===== src/hdl/iirdf1_pkg.sv =====
// shared types, constants and microcode table for the direct-form i iir filter
package iirdf1_pkg;

   localparam int SAMPLE_W    = 16;
   localparam int COEFF_W     = 16;
   localparam int COEFF_LANES = 8;
   localparam int BANK_W      = COEFF_W * COEFF_LANES;
   localparam int REG_W       = 64;
   localparam int MAX_ORDER   = 7;
   localparam int TAP_W       = 3;
   localparam int COUNT_W     = 3;
   localparam int PROD_W      = SAMPLE_W + COEFF_W;
   localparam int ACC_W       = 40;
   localparam int FRAC_SHIFT  = 14;
   localparam int QUOT_W      = ACC_W - FRAC_SHIFT;
   localparam int CSR_INDEX_W = 3;
   localparam int STEP_W      = 5;

   localparam logic [ACC_W-1:0] ROUND_HALF = ACC_W'(1) << (FRAC_SHIFT - 1);

   // register map
   localparam logic [CSR_INDEX_W-1:0] REG_FF_COUNT = 3'd0;
   localparam logic [CSR_INDEX_W-1:0] REG_FB_COUNT = 3'd1;
   localparam logic [CSR_INDEX_W-1:0] REG_FF_LOW   = 3'd2;
   localparam logic [CSR_INDEX_W-1:0] REG_FF_HIGH  = 3'd3;
   localparam logic [CSR_INDEX_W-1:0] REG_FB_LOW   = 3'd4;
   localparam logic [CSR_INDEX_W-1:0] REG_FB_HIGH  = 3'd5;

   localparam logic [REG_W-1:0] FF_LOW_RESET = 64'd16384;

   // program addresses
   localparam logic [STEP_W-1:0] STEP_X        = 5'd0;
   localparam logic [STEP_W-1:0] STEP_FB_FIRST = 5'd8;
   localparam logic [STEP_W-1:0] STEP_DRAIN    = 5'd15;
   localparam logic [STEP_W-1:0] STEP_FINISH   = 5'd16;

   typedef enum logic [2:0] {
      OP_NOP,
      OP_MAC_X,
      OP_MAC_FF,
      OP_MAC_FB,
      OP_DRAIN,
      OP_FINISH
   } op_type;

   typedef enum logic [1:0] {
      COND_NONE,
      COND_FF,
      COND_FB
   } cond_type;

   typedef struct packed {
      op_type              op;
      logic [TAP_W-1:0]    tap;
      cond_type            cond;
      logic [STEP_W-1:0]   target;
   } uword_type;

   typedef struct packed {
      op_type              op;
      logic [TAP_W-1:0]    tap;
   } exec_type;

   // control store: one word per step
   function automatic uword_type ucode(input logic [STEP_W-1:0] step);
      uword_type w;
      w = '{op: OP_NOP, tap: '0, cond: COND_NONE, target: '0};
      unique case (step)
         5'd0:  w = '{OP_MAC_X,  3'd0, COND_NONE, STEP_FB_FIRST};
         5'd1:  w = '{OP_MAC_FF, 3'd1, COND_FF,   STEP_FB_FIRST};
         5'd2:  w = '{OP_MAC_FF, 3'd2, COND_FF,   STEP_FB_FIRST};
         5'd3:  w = '{OP_MAC_FF, 3'd3, COND_FF,   STEP_FB_FIRST};
         5'd4:  w = '{OP_MAC_FF, 3'd4, COND_FF,   STEP_FB_FIRST};
         5'd5:  w = '{OP_MAC_FF, 3'd5, COND_FF,   STEP_FB_FIRST};
         5'd6:  w = '{OP_MAC_FF, 3'd6, COND_FF,   STEP_FB_FIRST};
         5'd7:  w = '{OP_MAC_FF, 3'd7, COND_FF,   STEP_FB_FIRST};
         5'd8:  w = '{OP_MAC_FB, 3'd1, COND_FB,   STEP_DRAIN};
         5'd9:  w = '{OP_MAC_FB, 3'd2, COND_FB,   STEP_DRAIN};
         5'd10: w = '{OP_MAC_FB, 3'd3, COND_FB,   STEP_DRAIN};
         5'd11: w = '{OP_MAC_FB, 3'd4, COND_FB,   STEP_DRAIN};
         5'd12: w = '{OP_MAC_FB, 3'd5, COND_FB,   STEP_DRAIN};
         5'd13: w = '{OP_MAC_FB, 3'd6, COND_FB,   STEP_DRAIN};
         5'd14: w = '{OP_MAC_FB, 3'd7, COND_FB,   STEP_DRAIN};
         5'd15: w = '{OP_DRAIN,  3'd0, COND_NONE, STEP_FINISH};
         5'd16: w = '{OP_FINISH, 3'd0, COND_NONE, STEP_X};
         default: w = '{OP_FINISH, 3'd0, COND_NONE, STEP_X};
      endcase
      return w;
   endfunction

endpackage


===== src/hdl/iirdf1_if.sv =====
// channel interfaces: sample request, filtered response, register write
interface iirdf1_req_if;
   import iirdf1_pkg::*;
   logic                       valid;
   logic                       ready;
   logic signed [SAMPLE_W-1:0] sample_in;
   modport source (output valid, output sample_in, input ready);
   modport sink (input valid, input sample_in, output ready);
endinterface

interface iirdf1_rsp_if;
   import iirdf1_pkg::*;
   logic                       valid;
   logic                       ready;
   logic signed [SAMPLE_W-1:0] sample_out;
   logic                       clipped;
   modport source (output valid, output sample_out, output clipped, input ready);
   modport sink (input valid, input sample_out, input clipped, output ready);
endinterface

interface iirdf1_csr_if;
   import iirdf1_pkg::*;
   logic                   valid;
   logic                   ready;
   logic [CSR_INDEX_W-1:0] index;
   logic [REG_W-1:0]       data;
   modport source (output valid, output index, output data, input ready);
   modport sink (input valid, input index, input data, output ready);
endinterface


===== src/hdl/iir_direct_form_one_filter.sv =====
// top level of the direct-form i iir filter
//
// req_port takes one q1.15 sample per word; rsp_port returns one rounded and
// saturated q1.15 sample per word with a clipped flag; csr_port writes the
// tap counts (index 0, 1) and the packed q2.14 coefficient banks (index 2..5).
// csr_port is always ready; write it only while the filter is idle.
// a sample runs through a microcoded sequencer that drives one shared
// 16x16 multiply-accumulate: step 0 does b0*x, then one step per
// feedforward tap, one per feedback tap, one skip step for each section
// that is shorter than seven taps, one drain step and one finish step.
// the next word can be taken in the cycle after finish; a new sample is
// not accepted while the sequencer still runs the previous one
// the finished word waits in an output register; a stalled receiver only
// holds the finish step of the next sample, which can be accepted meanwhile
// reset clears both delay lines, the counts and the coefficients (b0 = 1.0)
module iir_direct_form_one_filter (
   input  logic            clock,
   input  logic            reset,
   iirdf1_req_if.sink      req_port,
   iirdf1_rsp_if.source    rsp_port,
   iirdf1_csr_if.sink      csr_port
);
   import iirdf1_pkg::*;

   logic               seq_idle;
   logic               start;
   logic               out_free;
   exec_type           exec;
   logic [COUNT_W-1:0] ff_count, fb_count;
   logic [BANK_W-1:0]  ff_coeffs, fb_coeffs;

   // a word is taken only when the sequencer has nothing in flight
   assign req_port.ready = seq_idle;
   assign start          = req_port.valid && seq_idle;

   // register file
   iirdf1_csr u_csr (
      .clock     (clock),
      .reset     (reset),
      .wr_valid  (csr_port.valid),
      .wr_index  (csr_port.index),
      .wr_data   (csr_port.data),
      .wr_ready  (csr_port.ready),
      .ff_count  (ff_count),
      .fb_count  (fb_count),
      .ff_coeffs (ff_coeffs),
      .fb_coeffs (fb_coeffs)
   );

   // control store walk, jumps past unused taps
   iirdf1_sequencer u_seq (
      .clock    (clock),
      .reset    (reset),
      .start    (start),
      .ff_count (ff_count),
      .fb_count (fb_count),
      .out_free (out_free),
      .idle     (seq_idle),
      .exec     (exec)
   );

   // shared mac, delay lines and output register
   iirdf1_datapath u_dp (
      .clock      (clock),
      .reset      (reset),
      .start      (start),
      .sample_in  (req_port.sample_in),
      .exec       (exec),
      .ff_coeffs  (ff_coeffs),
      .fb_coeffs  (fb_coeffs),
      .out_free   (out_free),
      .rsp_valid  (rsp_port.valid),
      .rsp_ready  (rsp_port.ready),
      .sample_out (rsp_port.sample_out),
      .clipped    (rsp_port.clipped)
   );

endmodule


===== src/hdl/iirdf1_csr.sv =====
// configuration registers: tap counts and packed coefficient banks
module iirdf1_csr (
   input  logic                              clock,
   input  logic                              reset,
   input  logic                              wr_valid,
   input  logic [iirdf1_pkg::CSR_INDEX_W-1:0] wr_index,
   input  logic [iirdf1_pkg::REG_W-1:0]       wr_data,
   output logic                              wr_ready,
   output logic [iirdf1_pkg::COUNT_W-1:0]     ff_count,
   output logic [iirdf1_pkg::COUNT_W-1:0]     fb_count,
   output logic [iirdf1_pkg::BANK_W-1:0]      ff_coeffs,
   output logic [iirdf1_pkg::BANK_W-1:0]      fb_coeffs
);
   import iirdf1_pkg::*;

   logic [COUNT_W-1:0] nb_ff, nb_in, na_ff, na_in;
   logic [REG_W-1:0]   ffl_ff, ffl_in, ffh_ff, ffh_in, fbl_ff, fbl_in, fbh_ff, fbh_in;

   always_comb begin
      nb_in  = nb_ff;
      na_in  = na_ff;
      ffl_in = ffl_ff;
      ffh_in = ffh_ff;
      fbl_in = fbl_ff;
      fbh_in = fbh_ff;
      if (wr_valid) begin
         unique case (wr_index)
            REG_FF_COUNT: nb_in  = wr_data[COUNT_W-1:0];
            REG_FB_COUNT: na_in  = wr_data[COUNT_W-1:0];
            REG_FF_LOW:   ffl_in = wr_data;
            REG_FF_HIGH:  ffh_in = wr_data;
            REG_FB_LOW:   fbl_in = wr_data;
            REG_FB_HIGH:  fbh_in = wr_data;
            default: ;
         endcase
      end
   end

   always_ff @(posedge clock) begin
      if (reset) begin
         nb_ff  <= '0;
         na_ff  <= '0;
         ffl_ff <= FF_LOW_RESET;
         ffh_ff <= '0;
         fbl_ff <= '0;
         fbh_ff <= '0;
      end else begin
         nb_ff  <= nb_in;
         na_ff  <= na_in;
         ffl_ff <= ffl_in;
         ffh_ff <= ffh_in;
         fbl_ff <= fbl_in;
         fbh_ff <= fbh_in;
      end
   end

   assign wr_ready  = 1'b1;
   assign ff_count  = nb_ff;
   assign fb_count  = na_ff;
   assign ff_coeffs = {ffh_ff, ffl_ff};
   assign fb_coeffs = {fbh_ff, fbl_ff};

endmodule


===== src/hdl/iirdf1_sequencer.sv =====
// step counter and control store walk with tap-count jumps
module iirdf1_sequencer (
   input  logic                          clock,
   input  logic                          reset,
   input  logic                          start,
   input  logic [iirdf1_pkg::COUNT_W-1:0] ff_count,
   input  logic [iirdf1_pkg::COUNT_W-1:0] fb_count,
   input  logic                          out_free,
   output logic                          idle,
   output iirdf1_pkg::exec_type          exec
);
   import iirdf1_pkg::*;

   typedef enum logic {SEQ_IDLE, SEQ_RUN} seq_state_type;

   seq_state_type     state_ff, state_in;
   logic [STEP_W-1:0] step_ff, step_in;
   uword_type         word;
   logic              skip;

   always_comb begin
      word = ucode(step_ff);
      skip = ((word.cond == COND_FF) && (word.tap > ff_count)) ||
             ((word.cond == COND_FB) && (word.tap > fb_count));
      state_in = state_ff;
      step_in  = step_ff;
      exec     = '{op: OP_NOP, tap: word.tap};
      unique case (state_ff)
         SEQ_IDLE: begin
            if (start) begin
               state_in = SEQ_RUN;
               step_in  = STEP_X;
            end
         end
         SEQ_RUN: begin
            if (word.op == OP_FINISH) begin
               // hold on the last step until the output register is free
               if (out_free) begin
                  exec.op  = OP_FINISH;
                  state_in = SEQ_IDLE;
                  step_in  = word.target;
               end
            end else if (skip) begin
               step_in = word.target;
            end else begin
               exec.op = word.op;
               step_in = step_ff + 1'b1;
            end
         end
         default: state_in = SEQ_IDLE;
      endcase
   end

   always_ff @(posedge clock) begin
      if (reset) begin
         state_ff <= SEQ_IDLE;
         step_ff  <= STEP_X;
      end else begin
         state_ff <= state_in;
         step_ff  <= step_in;
      end
   end

   assign idle = (state_ff == SEQ_IDLE);

endmodule


===== src/hdl/iirdf1_datapath.sv =====
// delay lines, shared multiplier, accumulator, rounding and output register
module iirdf1_datapath (
   input  logic                                clock,
   input  logic                                reset,
   input  logic                                start,
   input  logic signed [iirdf1_pkg::SAMPLE_W-1:0] sample_in,
   input  iirdf1_pkg::exec_type                exec,
   input  logic [iirdf1_pkg::BANK_W-1:0]        ff_coeffs,
   input  logic [iirdf1_pkg::BANK_W-1:0]        fb_coeffs,
   output logic                                out_free,
   output logic                                rsp_valid,
   input  logic                                rsp_ready,
   output logic signed [iirdf1_pkg::SAMPLE_W-1:0] sample_out,
   output logic                                clipped
);
   import iirdf1_pkg::*;

   logic signed [SAMPLE_W-1:0] x_ff, x_in;
   logic signed [SAMPLE_W-1:0] xh_ff [MAX_ORDER];
   logic signed [SAMPLE_W-1:0] yh_ff [MAX_ORDER];
   logic signed [SAMPLE_W-1:0] xh_in [MAX_ORDER];
   logic signed [SAMPLE_W-1:0] yh_in [MAX_ORDER];
   logic signed [COEFF_W-1:0]  ff_lane [COEFF_LANES];
   logic signed [COEFF_W-1:0]  fb_lane [COEFF_LANES];
   logic [TAP_W-1:0]           hist_idx;
   logic signed [COEFF_W-1:0]  coef;
   logic signed [SAMPLE_W-1:0] operand;
   logic signed [PROD_W-1:0]   prod_ff, prod_in;
   logic                       pvalid_ff, pvalid_in, psub_ff, psub_in;
   logic signed [ACC_W-1:0]    acc_ff, acc_in;
   logic [ACC_W-1:0]           rounded;
   logic [QUOT_W-1:0]          quot;
   logic [QUOT_W-SAMPLE_W:0]   upper;
   logic                       over;
   logic signed [SAMPLE_W-1:0] y;
   logic                       finish;
   logic                       rsp_valid_ff, rsp_valid_in;
   logic signed [SAMPLE_W-1:0] sample_out_ff, sample_out_in;
   logic                       clipped_ff, clipped_in;

   always_comb begin
      for (int i = 0; i < COEFF_LANES; i++) begin
         ff_lane[i] = ff_coeffs[i*COEFF_W +: COEFF_W];
         fb_lane[i] = fb_coeffs[i*COEFF_W +: COEFF_W];
      end
   end

   // operand select for the shared multiplier
   always_comb begin
      hist_idx  = exec.tap - 1'b1;
      coef      = '0;
      operand   = '0;
      pvalid_in = 1'b0;
      psub_in   = 1'b0;
      case (exec.op)
         OP_MAC_X: begin
            coef      = ff_lane[exec.tap];
            operand   = x_ff;
            pvalid_in = 1'b1;
         end
         OP_MAC_FF: begin
            coef      = ff_lane[exec.tap];
            operand   = xh_ff[hist_idx];
            pvalid_in = 1'b1;
         end
         OP_MAC_FB: begin
            coef      = fb_lane[hist_idx];
            operand   = yh_ff[hist_idx];
            pvalid_in = 1'b1;
            psub_in   = 1'b1;
         end
         default: ;
      endcase
      prod_in = coef * operand;
   end

   always_comb begin
      acc_in = acc_ff;
      if (start) begin
         acc_in = '0;
      end else if (pvalid_ff) begin
         if (psub_ff) begin
            acc_in = acc_ff - ACC_W'(prod_ff);
         end else begin
            acc_in = acc_ff + ACC_W'(prod_ff);
         end
      end
   end

   // round half up to q1.15, then saturate
   always_comb begin
      rounded = acc_ff + ROUND_HALF;
      quot    = rounded[ACC_W-1:FRAC_SHIFT];
      upper   = quot[QUOT_W-1:SAMPLE_W-1];
      over    = !((&upper) || !(|upper));
      if (over) begin
         y = quot[QUOT_W-1] ? {1'b1, {(SAMPLE_W-1){1'b0}}} : {1'b0, {(SAMPLE_W-1){1'b1}}};
      end else begin
         y = quot[SAMPLE_W-1:0];
      end
   end

   assign finish   = (exec.op == OP_FINISH);
   assign out_free = !rsp_valid_ff || rsp_ready;

   always_comb begin
      x_in          = start ? sample_in : x_ff;
      xh_in         = xh_ff;
      yh_in         = yh_ff;
      sample_out_in = sample_out_ff;
      clipped_in    = clipped_ff;
      rsp_valid_in  = rsp_valid_ff && !rsp_ready;
      if (finish) begin
         for (int i = MAX_ORDER - 1; i > 0; i--) begin
            xh_in[i] = xh_ff[i-1];
            yh_in[i] = yh_ff[i-1];
         end
         xh_in[0]      = x_ff;
         yh_in[0]      = y;
         sample_out_in = y;
         clipped_in    = over;
         rsp_valid_in  = 1'b1;
      end
   end

   always_ff @(posedge clock) begin
      if (reset) begin
         pvalid_ff    <= 1'b0;
         psub_ff      <= 1'b0;
         rsp_valid_ff <= 1'b0;
         for (int i = 0; i < MAX_ORDER; i++) begin
            xh_ff[i] <= '0;
            yh_ff[i] <= '0;
         end
      end else begin
         pvalid_ff    <= pvalid_in;
         psub_ff      <= psub_in;
         rsp_valid_ff <= rsp_valid_in;
         xh_ff        <= xh_in;
         yh_ff        <= yh_in;
      end
   end

   always_ff @(posedge clock) begin
      x_ff          <= x_in;
      prod_ff       <= prod_in;
      acc_ff        <= acc_in;
      sample_out_ff <= sample_out_in;
      clipped_ff    <= clipped_in;
   end

   assign rsp_valid  = rsp_valid_ff;
   assign sample_out = sample_out_ff;
   assign clipped    = clipped_ff;

endmodule


===== src/flat_wrapper.sv =====
// flat-port wrapper written by rule: the top's interface ports become plain ports
module iir_direct_form_one_filter_flat import iirdf1_pkg::*;
  (clock, reset, req_port_valid, req_port_sample_in, req_port_ready, rsp_port_valid, rsp_port_sample_out, rsp_port_clipped, rsp_port_ready, csr_port_valid, csr_port_index, csr_port_data, csr_port_ready);
  iirdf1_req_if req_port_i ();
  iirdf1_rsp_if rsp_port_i ();
  iirdf1_csr_if csr_port_i ();
  input  logic clock;
  input  logic reset;
  input wire logic [$bits(req_port_i.valid)-1:0] req_port_valid;
  input wire logic [$bits(req_port_i.sample_in)-1:0] req_port_sample_in;
  output wire logic [$bits(req_port_i.ready)-1:0] req_port_ready;
  output wire logic [$bits(rsp_port_i.valid)-1:0] rsp_port_valid;
  output wire logic [$bits(rsp_port_i.sample_out)-1:0] rsp_port_sample_out;
  output wire logic [$bits(rsp_port_i.clipped)-1:0] rsp_port_clipped;
  input wire logic [$bits(rsp_port_i.ready)-1:0] rsp_port_ready;
  input wire logic [$bits(csr_port_i.valid)-1:0] csr_port_valid;
  input wire logic [$bits(csr_port_i.index)-1:0] csr_port_index;
  input wire logic [$bits(csr_port_i.data)-1:0] csr_port_data;
  output wire logic [$bits(csr_port_i.ready)-1:0] csr_port_ready;
  assign req_port_i.valid = req_port_valid;
  assign req_port_i.sample_in = req_port_sample_in;
  assign req_port_ready = req_port_i.ready;
  assign rsp_port_valid = rsp_port_i.valid;
  assign rsp_port_sample_out = rsp_port_i.sample_out;
  assign rsp_port_clipped = rsp_port_i.clipped;
  assign rsp_port_i.ready = rsp_port_ready;
  assign csr_port_i.valid = csr_port_valid;
  assign csr_port_i.index = csr_port_index;
  assign csr_port_i.data = csr_port_data;
  assign csr_port_ready = csr_port_i.ready;
  iir_direct_form_one_filter u_core (.clock(clock), .reset(reset), .req_port(req_port_i), .rsp_port(rsp_port_i), .csr_port(csr_port_i));
endmodule

===== config.mk =====
export PLATFORM = sky130hd
export DESIGN_NAME = iir_direct_form_one_filter_flat
export DESIGN_NICKNAME = d
export VERILOG_FILES = /design/src/hdl/iirdf1_pkg.sv /design/src/hdl/iirdf1_if.sv /design/src/hdl/iir_direct_form_one_filter.sv /design/src/hdl/iirdf1_csr.sv /design/src/hdl/iirdf1_sequencer.sv /design/src/hdl/iirdf1_datapath.sv /design/src/flat_wrapper.sv
export SDC_FILE = /design/constraint.sdc
export NUM_CORES = 2
export LEC_CHECK = 0
export ABC_AREA = 1
export BUFFER_PORTS_ARGS = -buffer_cell sky130_fd_sc_hd__buf_2
export CAP_MARGIN = 20
export CORE_MARGIN = 3
export CORE_UTILIZATION = 60
export CTS_CLUSTER_SIZE = 10
export DETAILED_ROUTE_END_ITERATION = 12
export PLACE_DENSITY = 0.83
export SLEW_MARGIN = 20
export SYNTH_ARGS = -nofsm -noshare
export SYNTH_HDL_FRONTEND = slang
export SYNTH_HIERARCHICAL = 1
export SYNTH_SLANG_ARGS = --single-unit

===== constraint.sdc =====
create_clock -name clock -period 9.3 [get_ports clock]
set_clock_uncertainty 0.2 [all_clocks]
set_input_delay 0.93 -clock clock [delete_from_list [all_inputs] [get_ports clock]]
set_output_delay 0.93 -clock clock [all_outputs]
set_load 0.02 [all_outputs]

==> summary.md <==
| Metric | Value |
|---|---|
| Die W | 269 µm |
| Worst reg2reg path startpoint | u_core/u_seq/word[8]$_SDFF_PP0_ |
| TritonCTS clock tree | yes |
| Initial antenna violation count | 0 |
| Pwr/cell area | about 180 nW/µm² |
| Crit path from | u_core/u_seq/word[8]$_SDFF_PP0_ |
| Synth warnings | 6 |
| First-pass GRT wire length | ~190,000 µm |
| Syn_area_per_cell | 7.01 µm² |
| Drt drc | 0 |
| Max Clock Freq | ~120 MHz |
| Final Hold Viols | 0 |
| Initial Util | about three fifths |
| TritonRoute pass-1 iters | 8 |
| GRT Overall Usage | between 30% and 40% |
| Crit-path max FO | 33 |
| Area growth from synthesis to layout | 6.56% |
| Clock Sinks | 610 |
| Status | complete, no violations |
| Critical path's top delay family | adder cells |
| Vias | about 39,000 |
| RSZ-0062 raised after global routing | false |
| I/O pins | roughly 110 |
| CP endpoint | u_core/u_dp/prod_ff[22]$_DFF_P_ |
| Setup CP Type | flip-flop to flip-flop |
| Die area | 72,300 µm² |
| R2R depth | 30 |
| Vias per inst | 5.74 |
| Worst endpoint required time | ~9.6 ns |
| Maximum vdd drop | 133 µV |
| Worst EP arrival | 8.89 ns |
| Top_reg_cell synth | dfxtp_1 |
| Hold crit path type | flip-flop to flip-flop |
| Slew HR | 24.0% |
| Antenna-violating nets left | 0 |
| CP Launch Type | flip-flop |
| Yosys cell types | 55 |
| Vias in the first global route | 37,500 |
| Worst slew pin tran | 1.14 ns |
| Crit path buf inv count | 9 |
| RD Place Congestion | 0.985 |
| Register area share after synthesis | 30.3% |
| FP Rows | 95 |
| RR Endpoint | u_core/u_dp/prod_ff[22]$_DFF_P_ |
| Critical path capture point type | flip-flop |
| Fin Setup TNS | 0 ns |
| Post-CTS Setup Bufs | 0 |
| Final #Nets | approximately 6,300 |
| Clk Latency, worst-skew pair | around 0.62 ns |
| CTS buffer count | 73 |
| Gate Count Post-Synth | slightly below 6,000 |
| Final WS setup | 0.697 ns |
| Clock transition at path regs | 0.06 ns |
| Asr flop ratio synth | 0% |
| Stages on the worst setup path | 30 |
| Initial DRC Count | approximately 4,200 |
| Final Cycle Share | between 90% and 100% |
| Root Buffer | clkbuf_16 |
| Mean routed wirelength per cell | approximately 17 µm |
| Endpoints failing setup | 0 |
| Port bufs | 106 |
| Clock tree buffer depth | 3 |
| Static leakage | 21.7 nW |
| Gr ovfl total | 0 |
| CTS Hold Bufs | 0 |
| Chip Height | roughly 270 µm |
| Min cycle time layout | around 8.6 ns |
| Share of cells above drive strength 1 | around 5.7% |
| Synth Register Bits | 610 |
| CP peak stage delay | between 0.5 and 0.6 ns |
| CP max-delay cell | fa_1 |
| H-tree depth | 3 |
| Ant diodes | 0 |
| Maxcap violations | 0 |
| DRT Wirelength | 117,000 µm |
| Post-CTS Resized | 0 |
| Place WS | 0.806 ns |
| DP HPWL | around 81,000 µm |
| R2r setup slk | 0.70 ns |
| Number of flops mapped to enable cells by yosys | 33 |
| Largest net degree at the start of global routing | 193 |
| Floorplan core area | 67,800 µm² |
| Post-synthesis instance area | 41,400 µm² |
| Max-slew violation count | 0 |
| Mapped Nets | 6,394 |
-- synth_stat cells, drive strengths merged, types with 49 or more instances --
master  number  area share, %
o21ai      566            6.9
ha         133            4.0
clkbuf     151            1.4
o221ai      49            1.0
nand3      448            5.5
dfxtp      577             28
nand2      923            8.5
fa         264             13
xor2        61            1.3
nor2      1243             12
buf        182            2.3
inv        800            7.3
o211ai      84            1.5
a21oi      221            2.7
-- worst reg2reg max path, delay by kind of cell, from the launching register on --
family	cells	cell delay [ns]
buf+inv	9	1.28
compound gates	8	1.77
flops	1	0.38
simple gates	4	0.96
xor+xnor	1	0.14
fa+ha+maj	8	3.75
-- per-layer routing --
metal / global-route usage (%) / share of wire, % / vias to the layer above
met5: 0 / 0 / -
met4: 17.4 / 5.7 / 0
met3: 4.62 / 7.4 / 376
met2: 53.9 / 47 / 1626
met1: 41.6 / 40 / 18100
li1: - / - / 18400
-- flip-flops by register name, summed over array words and instances, names as in the netlist --
register,flops
u_core/u_dp/psub_ff,1
u_core/u_dp/acc_ff,40
u_core/u_dp/clipped,1
u_core/u_seq/state_ff,1
u_core/u_dp/xh_ff,112
u_core/u_csr/ff_count,3
u_core/u_dp/rsp_valid,1
u_core/u_dp/prod_ff,32
u_core/u_csr/fbl_ff,64
u_core/u_csr/ffh_ff,64
u_core/u_seq/step_ff,5
u_core/u_dp/pvalid_ff,1
u_core/u_dp/yh_ff,112
u_core/u_csr/fb_count,3
u_core/u_dp/sample_out,16
u_core/u_dp/x_ff,16
u_core/u_csr/fbh_ff,64
u_core/u_seq/word,10
u_core/u_csr/ffl_ff,64
-- how the worst min path moves through the flow --
stage / start / cells after the start / end
global placement: u_core/u_csr/fbl_ff[28]$_SDFFE_PP0P_ / 2 / u_core/u_csr/fbl_ff[28]$_SDFFE_PP0P_
detailed placement: u_core/u_csr/fbh_ff[16]$_SDFFE_PP0P_ / 2 / u_core/u_csr/fbh_ff[16]$_SDFFE_PP0P_
global route: req_port_sample_in[15] / 1 / u_core/u_dp/x_ff[15]$_DFFE_PP_
finish: u_core/u_dp/xh_ff[71]$_SDFFE_PP0P_ / 2 / u_core/u_dp/xh_ff[55]$_SDFFE_PP0P_
floorplan: u_core/u_csr/ffl_ff[14]$_SDFFE_PP1P_ / 2 / u_core/u_csr/ffl_ff[14]$_SDFFE_PP1P_
CTS: req_port_sample_in[1] / 1 / u_core/u_dp/x_ff[1]$_DFFE_PP_
-- cells by family (layout without fill, tap and decap cells) --
logic type      count (synthesis)  after routing  share of synthesized area (%)
simple gates                 2667           2667                           26.4
buf+inv                      1135           1068                           10.9
compound gates                997            997                           13.5
flops                         610            610                           30.3
fa+ha+maj                     397            397                           16.8
xor+xnor                      102            102                           2.17
other cells                     1              1                        0.00905
-- power breakdown --
part / leakage, nW / total (W) / internal, W / switching (W)
clock network: 1.01 / 0.00260 / 0.00150 / 0.00111
registers: 4.98 / 0.00290 / 0.00277 / 0.000128
logic: 15.8 / 0.00267 / 0.000846 / 0.00182
total: 21.7 / 0.00817 / 0.00511 / 0.00306
-- placed cells by master, fill, tap and decap left out, types with 8 or more instances in the layout --
master / n
nor2_4: 13
nor3_1: 19
inv_1: 786
nand2_2: 17
o21a_1: 17
nand3_1: 440
nand3_2: 8
o211ai_1: 84
o21bai_1: 13
clkbuf_16: 74
a21oi_1: 218
nor2_2: 9
nor2_1: 1220
edfxtp_1: 33
clkbuf_1: 22
o221ai_1: 49
fa_1: 264
nand4_1: 16
dfxtp_1: 576
a31oi_1: 11
inv_2: 10
buf_4: 50
o22ai_1: 15
o21ai_1: 12
nand2_1: 902
xor2_1: 61
buf_2: 106
o21ai_0: 552
ha_1: 132
xnor2_1: 40
-- through the flow --
stage,power (W),cell area (µm²),cells,hold slack (ns),util (%)
2_1_floorplan,0.00484,41400,5909,0.243,-
5_1_grt,0.00860,44200,6715,0.263,65.2
3_3_place_gp,0.00552,42100,6610,0.256,62.1
3_5_place_dp,0.00555,42100,6610,0.265,62.1
6_report,0.00817,44200,6715,0.269,65.2
4_1_cts,0.00814,44200,6715,0.260,65.2
-- final cells by class --
type                       instances  area, µm²
fill                            5882      23600
sequential                       610      12500
tap                              873       1090
timing repair buffer             161        997
multi-input combinational       4164      24400
clock inverter                     7        126
inverter                         802       3030
clock buffer                      98       1960
Note: power is estimated with default switching activity, not from simulation.
